==> src/rtl/assert_macros.svh <==
// assertion helpers shared by the rtl
`ifndef ASSERT_MACROS_SVH
`define ASSERT_MACROS_SVH

// checked only while out of reset
`define SPQ_ASSERT(lbl, prop, msg) \
  lbl: assert property (@(posedge clk) disable iff (!rst_n) prop) else $error(msg);

// checked at every edge, reset included
`define SPQ_ASSERT_ALWAYS(lbl, prop, msg) \
  lbl: assert property (@(posedge clk) prop) else $error(msg);

`endif

==> src/rtl/spq_pkg.sv <==
`default_nettype none
package spq_pkg;

  localparam int CAPACITY = 16;
  localparam int CNT_W    = $clog2(CAPACITY + 1);
  localparam int OCC_W    = 5;
  localparam int VAL_W    = 32;
  localparam int PRI_W    = 16;

  typedef enum logic [1:0] {
    ST_ENQ   = 2'd0,
    ST_DEQ   = 2'd1,
    ST_EMPTY = 2'd2,
    ST_FULL  = 2'd3
  } status_t;

  typedef enum logic {
    CMD_ENQ = 1'b0,
    CMD_DEQ = 1'b1
  } cmd_t;

  // broadcast from the control to every cell
  typedef struct packed {
    logic                    load;
    logic                    enq;
    logic signed [VAL_W-1:0] item_value;
    logic signed [PRI_W-1:0] item_priority;
  } spq_ctrl_t;

endpackage
`default_nettype wire

==> src/rtl/spq_cell.sv <==
`default_nettype none
module spq_cell (
  input  wire logic                            clk,
  input  wire spq_pkg::spq_ctrl_t              ctrl,
  input  wire logic                            occupied,
  input  wire logic                            left_ge,
  input  wire logic signed [spq_pkg::VAL_W-1:0] left_value,
  input  wire logic signed [spq_pkg::PRI_W-1:0] left_priority,
  input  wire logic signed [spq_pkg::VAL_W-1:0] right_value,
  input  wire logic signed [spq_pkg::PRI_W-1:0] right_priority,
  output logic                                 ge,
  output logic signed [spq_pkg::VAL_W-1:0]     value,
  output logic signed [spq_pkg::PRI_W-1:0]     priority_o
);
  import spq_pkg::*;

  logic signed [VAL_W-1:0] value_r, value_nxt;
  logic signed [PRI_W-1:0] prio_r, prio_nxt;

  // held entry stays ahead of a new one of equal priority
  assign ge         = occupied && (prio_r >= ctrl.item_priority);
  assign value      = value_r;
  assign priority_o = prio_r;

  always_comb begin
    value_nxt = value_r;
    prio_nxt  = prio_r;
    if (ctrl.load) begin
      if (ctrl.enq) begin
        if (ge) begin
          value_nxt = value_r;
          prio_nxt  = prio_r;
        end else if (left_ge) begin
          value_nxt = ctrl.item_value;
          prio_nxt  = ctrl.item_priority;
        end else begin
          value_nxt = left_value;
          prio_nxt  = left_priority;
        end
      end else begin
        value_nxt = right_value;
        prio_nxt  = right_priority;
      end
    end
  end

  always_ff @(posedge clk) begin
    value_r <= value_nxt;
    prio_r  <= prio_nxt;
  end

endmodule
`default_nettype wire

==> src/rtl/stable_priority_queue_unit.sv <==
`default_nettype none
`include "assert_macros.svh"
// Stable priority queue of up to CAPACITY (value, priority) entries held in a
// row of cells sorted from highest to lowest priority, head in cell 0. Every
// cell compares its priority with the incoming one in parallel and shifts by
// one place toward the tail on enqueue or toward the head on dequeue, and
// one word is taken every cycle while the result register is free or being
// drained. Each word yields one result word, registered, carrying status,
// the removed entry on a dequeue and the occupancy after the operation.
// Equal priorities leave in arrival order.
module stable_priority_queue_unit (
  input  wire logic                             clk,
  input  wire logic                             rst_n,
  input  wire logic                             in_valid,
  output logic                                  in_ready,
  input  wire logic                             in_cmd,
  input  wire logic signed [spq_pkg::VAL_W-1:0] in_item_value,
  input  wire logic signed [spq_pkg::PRI_W-1:0] in_item_priority,
  output logic                                  out_valid,
  input  wire logic                             out_ready,
  output logic [1:0]                            out_status,
  output logic signed [spq_pkg::VAL_W-1:0]      out_value,
  output logic signed [spq_pkg::PRI_W-1:0]      out_priority,
  output logic [spq_pkg::OCC_W-1:0]             out_occupancy
);
  import spq_pkg::*;

  logic [CNT_W-1:0]        count_r, count_nxt;
  logic                    out_valid_r, out_valid_nxt;
  status_t                 status_r, status_nxt;
  logic signed [VAL_W-1:0] value_r, value_nxt;
  logic signed [PRI_W-1:0] prio_r, prio_nxt;
  logic [OCC_W-1:0]        occ_r, occ_nxt;

  logic                    accept, full, empty;
  spq_ctrl_t               ctrl;
  logic                    ge     [CAPACITY];
  logic signed [VAL_W-1:0] cell_v [CAPACITY];
  logic signed [PRI_W-1:0] cell_p [CAPACITY];

  logic                    deq_go, enq_drop, nondeq_res, zero_payload;

  assign in_ready = !out_valid_r || out_ready;
  assign accept   = in_valid && in_ready;
  assign full     = (count_r == CNT_W'(CAPACITY));
  assign empty    = (count_r == '0);

  always_comb begin
    ctrl.enq           = (in_cmd == CMD_ENQ);
    ctrl.item_value    = in_item_value;
    ctrl.item_priority = in_item_priority;
    ctrl.load          = accept && (ctrl.enq ? !full : !empty);
  end

  genvar i;
  generate
    for (i = 0; i < CAPACITY; i++) begin : g_cell
      logic                    l_ge;
      logic signed [VAL_W-1:0] l_v, r_v;
      logic signed [PRI_W-1:0] l_p, r_p;
      if (i == 0) begin : g_head
        assign l_ge = 1'b1;
        assign l_v  = in_item_value;
        assign l_p  = in_item_priority;
      end else begin : g_body
        assign l_ge = ge[i-1];
        assign l_v  = cell_v[i-1];
        assign l_p  = cell_p[i-1];
      end
      if (i == CAPACITY - 1) begin : g_tail
        assign r_v = cell_v[i];
        assign r_p = cell_p[i];
      end else begin : g_mid
        assign r_v = cell_v[i+1];
        assign r_p = cell_p[i+1];
      end
      spq_cell u_cell (
        .clk            (clk),
        .ctrl           (ctrl),
        .occupied       (count_r > CNT_W'(i)),
        .left_ge        (l_ge),
        .left_value     (l_v),
        .left_priority  (l_p),
        .right_value    (r_v),
        .right_priority (r_p),
        .ge             (ge[i]),
        .value          (cell_v[i]),
        .priority_o     (cell_p[i])
      );
    end
  endgenerate

  // next count
  always_comb begin
    count_nxt = count_r;
    if (ctrl.load) begin
      if (ctrl.enq) begin
        count_nxt = count_r + CNT_W'(1);
      end else begin
        count_nxt = count_r - CNT_W'(1);
      end
    end
  end

  // result word
  always_comb begin
    out_valid_nxt = out_valid_r;
    status_nxt    = status_r;
    value_nxt     = value_r;
    prio_nxt      = prio_r;
    occ_nxt       = occ_r;
    if (out_valid_r && out_ready) begin
      out_valid_nxt = 1'b0;
    end
    if (accept) begin
      out_valid_nxt = 1'b1;
      value_nxt     = '0;
      prio_nxt      = '0;
      occ_nxt       = OCC_W'(count_nxt);
      if (ctrl.enq) begin
        status_nxt = full ? ST_FULL : ST_ENQ;
      end else if (empty) begin
        status_nxt = ST_EMPTY;
      end else begin
        status_nxt = ST_DEQ;
        value_nxt  = cell_v[0];
        prio_nxt   = cell_p[0];
      end
    end
  end

  always_ff @(posedge clk) begin
    if (!rst_n) begin
      count_r     <= '0;
      out_valid_r <= 1'b0;
    end else begin
      count_r     <= count_nxt;
      out_valid_r <= out_valid_nxt;
    end
    status_r <= status_nxt;
    value_r  <= value_nxt;
    prio_r   <= prio_nxt;
    occ_r    <= occ_nxt;
  end

  assign out_valid     = out_valid_r;
  assign out_status    = status_r;
  assign out_value     = value_r;
  assign out_priority  = prio_r;
  assign out_occupancy = occ_r;

  assign deq_go       = ctrl.load && !ctrl.enq;
  assign enq_drop     = accept && ctrl.enq && full;
  assign nondeq_res   = out_valid && (out_status != ST_DEQ);
  assign zero_payload = (out_value == '0) && (out_priority == '0);

  `SPQ_ASSERT_ALWAYS(a_count_bound, !rst_n || count_r <= CNT_W'(CAPACITY), "count beyond capacity")
  `SPQ_ASSERT(a_deq_count, deq_go |=> (count_r == $past(count_r) - CNT_W'(1)), "bad dequeue")
  `SPQ_ASSERT(a_full_drop, enq_drop |=> (out_status == ST_FULL && $stable(count_r)), "no drop")
  `SPQ_ASSERT(a_zero_payload, nondeq_res |-> zero_payload, "payload set without dequeue")

endmodule
`default_nettype wire
==> config.mk <==
export PLATFORM = sky130hd
export DESIGN_NAME = stable_priority_queue_unit
export DESIGN_NICKNAME = d
export VERILOG_FILES = /design/src/rtl/spq_pkg.sv /design/src/rtl/spq_cell.sv /design/src/rtl/stable_priority_queue_unit.sv
export VERILOG_INCLUDE_DIRS = /design/src /design/src/rtl
export SDC_FILE = /design/constraint.sdc
export NUM_CORES = 2
export LEC_CHECK = 0
export BUFFER_PORTS_ARGS = -buffer_cell sky130_fd_sc_hd__buf_2
export CORE_MARGIN = 3
export CORE_UTILIZATION = 40
export CTS_CLUSTER_SIZE = 16
export DETAILED_ROUTE_END_ITERATION = 8
export GPL_TIMING_DRIVEN = 0
export HOLD_SLACK_MARGIN = 0.03
export SYNTH_ARGS = -nofsm -noshare
export SYNTH_HDL_FRONTEND = slang
export SYNTH_SLANG_ARGS = --single-unit
==> constraint.sdc <==
create_clock -name clk -period 6.6 [get_ports clk]
set_input_delay 0 -clock clk [delete_from_list [all_inputs] [get_ports clk]]
set_output_delay 0 -clock clk [all_outputs]
set_load 0.005 [all_outputs]
==> results.txt <==
* Die Ht: 349 microns
- Post-synth top cells: sky130_fd_sc_hd__edfxtp_1 (823), sky130_fd_sc_hd__a221o_1 (379), sky130_fd_sc_hd__nor3b_1 (376), sky130_fd_sc_hd__nand2_1 (344), sky130_fd_sc_hd__ha_1 (261)
- Clock-pin slew on the worst setup and hold paths: 0.06 ns
* Headroom to the max-slew limit: -0.0351
* Outcome: complete, but fails checks
* F_max: 195 MHz
- Required time of the critical path: 7.10 ns
* Async set-or-reset flop fraction in the synthesized netlist: 0
- Yosys top cell area share: 0.526
- The count of cells in the finished layout, fillers not included, comes to 5,909.
* Reg-to-reg endpoint: g_cell[2].u_cell.priority_o[0]
* Multi-input gate area in the final layout: 20,500 sq um
- Number of DRC violations after detailed-routing iteration 0: 5,049
- Post-layout min period: 5.14 ns
- The filler cells instantiated in the layout total 10.7k.
- Ranked by total cell area, the synthesized netlist is headed by sky130_fd_sc_hd__edfxtp_1 (53%), sky130_fd_sc_hd__a221o_1 (8.1%), sky130_fd_sc_hd__ha_1 (6.9%).
- For this run, the register share of the synthesized area comes to 0.528.
- In this run the mean area of a mapped cell was 11.7 sq um.
- Critical path launch point type: input pin
* Pin count of the biggest net entering global routing: 30
- At the pin with the least slew margin, the transition time is 1.54 ns.
- Number of enable-type register cells in the synthesized netlist: 823
- Summing all flip-flop and latch instances after layout gives 24,800 sq um.
- Worst setup slack for register-to-register paths: 1.62 ns
* Post-detailed-route count of antenna-violating nets: 0
- Count of unresolved DRC violations after routing: 0
* Worst skew pair latency: 0.70 ns
- CP startpoint: in_item_priority[11]
- Unrepaired setup endpoints after global routing: false
- Cell-internal power: 11.3 mW
- Of the total power, registers draw 0.437.
- Number of failing hold endpoints at the final stage: 0
* Hold path cells: 5
- Dividing the final minimum period by the clock period gives 0.779.
- The number of antenna violations at the first check in global routing is 8.
* Maximum clock insertion buffer count: 3
- The worst register-to-register path begins at g_cell[1].u_cell.priority_o[15].
* Mean routed wirelength per cell: 32.0 microns
- The tree is rooted in a sky130_fd_sc_hd__clkbuf_16.
- Wire length of the first global-routing pass: 269 mm
- Measured along the x axis, the die boundary spans 349 microns.
- Mapped Nets: 4,323
- Along the worst path, the maximum fanout reaches 17.
* Post-placement cell count: 5,681
- Port buffering added 108 buffers.
* Setup Viol. Count Final: 0
* Place WS: 1.49 ns
* Power per cell area: 315 nW/um^2
- Share of layout cells above drive strength 1: 0.103
- Worst R2R Path Depth: 10
* Class of the most critical hold timing path: input pin to register
- The worst hold path terminates at out_occupancy[4].
* Yosys top cell by area: sky130_fd_sc_hd__edfxtp_1
* Total Wirelength: 189 mm
- In this run the number of H-tree levels came out at 3.
* Leakage power: 19.2 nW
- Total vias in the final route: 39.1k
* Routing usage on met2: 0.472
- Summing every instance area after synthesis gives 47,000 sq um.
- Number of register bits inferred by synthesis: 829
- Once detailed placement completed, the half-perimeter wirelength came to 141 mm.
* Most frequent cell after synthesis: sky130_fd_sc_hd__edfxtp_1
- For this run, global-route usage on met3 was measured as 0.0810.
- Logic gate share of total power: 0.257
* Average via count per standard cell: 6.61
- Final RePlAce weighted congestion: 0.987
- TritonCTS built the clock tree.
- Final-report max-slew violation count: 10
- Number of nets in the finished design: 4,620
- The pre-antenna-repair detailed-routing pass consisted of 5 iterations.
- The initial utilization of the core area, before any placement, comes to 0.404.
- Site Rows: 125
* Number of gates resized after CTS: 0
- Across all setup checks in the final design, the least slack found is 1.46 ns.
- Yosys warnings: 0
* Violated checks: max-capacitance violations, max-slew violations
- Most crowded layer after global routing: met2
- Total congestion overflow after global routing: 0
- NetSw: 5.67 mW
* Number of global-route vias before repair: 38.6k
* Number of max-cap violations: 2
- The total area inside the core boundary comes to 116,000 sq um.
* Num CTS Buffers: 96
* Synth unique cells: 70
- Of the total power, the clock network draws 0.306.
- Total die area: 122,000 sq um
* Switching Fraction: 0.334
- Synthesis produced 4,009 cells.
- Sort of element at the end of the critical path: register
* Category of the critical setup timing path: input pin to register
- For this design, the sink count on the clock tree is 829.
- Most used flip-flop cell after synthesis: sky130_fd_sc_hd__edfxtp_1
- For this run, global-route usage on met1 was measured as 0.400.
* Clock Skew: 0.0409 ns
- Area Overhead vs Synth: 14.7%
* Combined global-route utilization of all metal layers: 0.304
- VDD sags by at most 0.227 mV.
* Launch instance of the worst min-delay path: out_ready
- Data arrival time of the critical path: 5.64 ns
- During I/O placement, the number of pins put on the boundary was 110.
## power by group through the flow
| stage | Clock (mW) | Combinational (mW) | Sequential (mW) |
|---|---|---|---|
| after floorplan | 0 | 2.51 | 7.32 |
| after global placement | 0 | 3.90 | 7.61 |
| after detailed placement | 0 | 4.23 | 7.48 |
| after CTS | 5.20 | 4.26 | 7.39 |
| after global routing | 5.38 | 4.63 | 7.48 |
| final | 5.20 | 4.37 | 7.42 |
## stage by stage
| step | util | power, mW | TNS, ns | hold WS [ns] | instance area (sq um) |
|---|---|---|---|---|---|
| floorplan | - | 9.83 | 0 | 0.121 | 47000 |
| global placement | 0.425 | 11.5 | -2080.83 | 0.262 | 49500 |
| detailed placement | 0.434 | 11.7 | 0 | 0.265 | 50500 |
| CTS | 0.463 | 16.8 | 0 | 0.111 | 53900 |
| global route | 0.463 | 17.5 | 0 | 0.162 | 53900 |
| finish | 0.463 | 17.0 | 0 | 0.125 | 53900 |
## metal layers
layer  wire length, microns  vias up
met5                      0        -
met4                   8840        0
met3                  22200      456
met2                  84200     2432
met1                  74100    19500
li1                       -    16600
## sequential cells by signal, indices dropped and copies added (netlist names)
signal / flops
g_cell.u_cell.value: 512
g_cell.u_cell.priority_o: 256
out_value: 32
out_priority: 16
count_r: 5
out_occupancy: 5
out_status: 2
out_valid: 1
## kinds of logic after synthesis
kind of cell	share of synthesized area
and+or+nand+nor	0.131
muxes	0.0343
buffers and inverters	0.0418
xor gates and xnor gates	0.000931
DFF	0.528
adders and majority gates	0.0694
AOI/OAI and AO/OA	0.194
## repair_timing
action,in CTS,in global routing
hold buffers,51,0
hold endpoints to repair,292,0
setup buffers,0,0
## cell usage in the layout (no fill, tap or decap), drive strengths merged, types with 9 or more instances in the layout
| master | n |
|---|---|
| a21o | 87 |
| a21oi | 148 |
| nor2b | 50 |
| clkbuf | 359 |
| and3 | 49 |
| mux2 | 49 |
| mux2i | 106 |
| a2bb2oi | 47 |
| clkinv | 47 |
| o21ai | 227 |
| buf | 287 |
| a32oi | 96 |
| nand2 | 344 |
| a2111oi | 10 |
| nor3b | 376 |
| edfxtp | 823 |
| o211ai | 9 |
| o21a | 51 |
| a221o | 379 |
| inv | 94 |
| nand4 | 51 |
| ha | 261 |
| nor2 | 82 |
| nor4 | 11 |
| and2 | 9 |
| dlygate4sd3 | 51 |
| a31oi | 103 |
| nor3 | 16 |
| nand2b | 9 |
| nand3 | 72 |
## worst max path at each step
| stage | end | slack (ns) | cells past startpoint |
|---|---|---|---|
| floorplan | g_cell[1].u_cell.priority_o[0] | 1.34 | 9 |
| global placement | g_cell[1].u_cell.value[16] | -3.51 | 5 |
| detailed placement | g_cell[13].u_cell.value[24] | 1.49 | 12 |
| CTS | g_cell[13].u_cell.value[11] | 1.63 | 13 |
| global route | g_cell[2].u_cell.priority_o[11] | 1.43 | 13 |
| finish | g_cell[2].u_cell.priority_o[0] | 1.46 | 13 |
## area by class of cell
| class | instances | area share |
|---|---|---|
| Clock buffer | 120 | 0.0474 |
| Sequential cell | 829 | 0.460 |
| Inverter | 91 | 0.00638 |
| Buffer | 378 | 0.0302 |
| Multi-Input combinational cell | 2711 | 0.379 |
| Clock inverter | 54 | 0.00664 |
| Tap cell | 1524 | 0.0354 |
| Antenna cell | 3 | 0.000139 |
| Timing Repair Buffer | 199 | 0.0341 |
## worst max-delay path, cell delays in order
cell and delay, ns:
sky130_fd_sc_hd__dlygate4sd3_1 0.52, sky130_fd_sc_hd__buf_2 0.27, sky130_fd_sc_hd__inv_1 0.51, sky130_fd_sc_hd__ha_1 0.55, sky130_fd_sc_hd__nand4_1 0.26, sky130_fd_sc_hd__nor3_1 0.38
sky130_fd_sc_hd__a21bo_2 0.29, sky130_fd_sc_hd__nand4_1 0.15, sky130_fd_sc_hd__mux2i_1 0.91, sky130_fd_sc_hd__clkbuf_1 0.91, sky130_fd_sc_hd__clkbuf_1 0.45, sky130_fd_sc_hd__o21ai_0 0.23
sky130_fd_sc_hd__a22oi_1 0.20
Power figures use the tool's default switching activity.
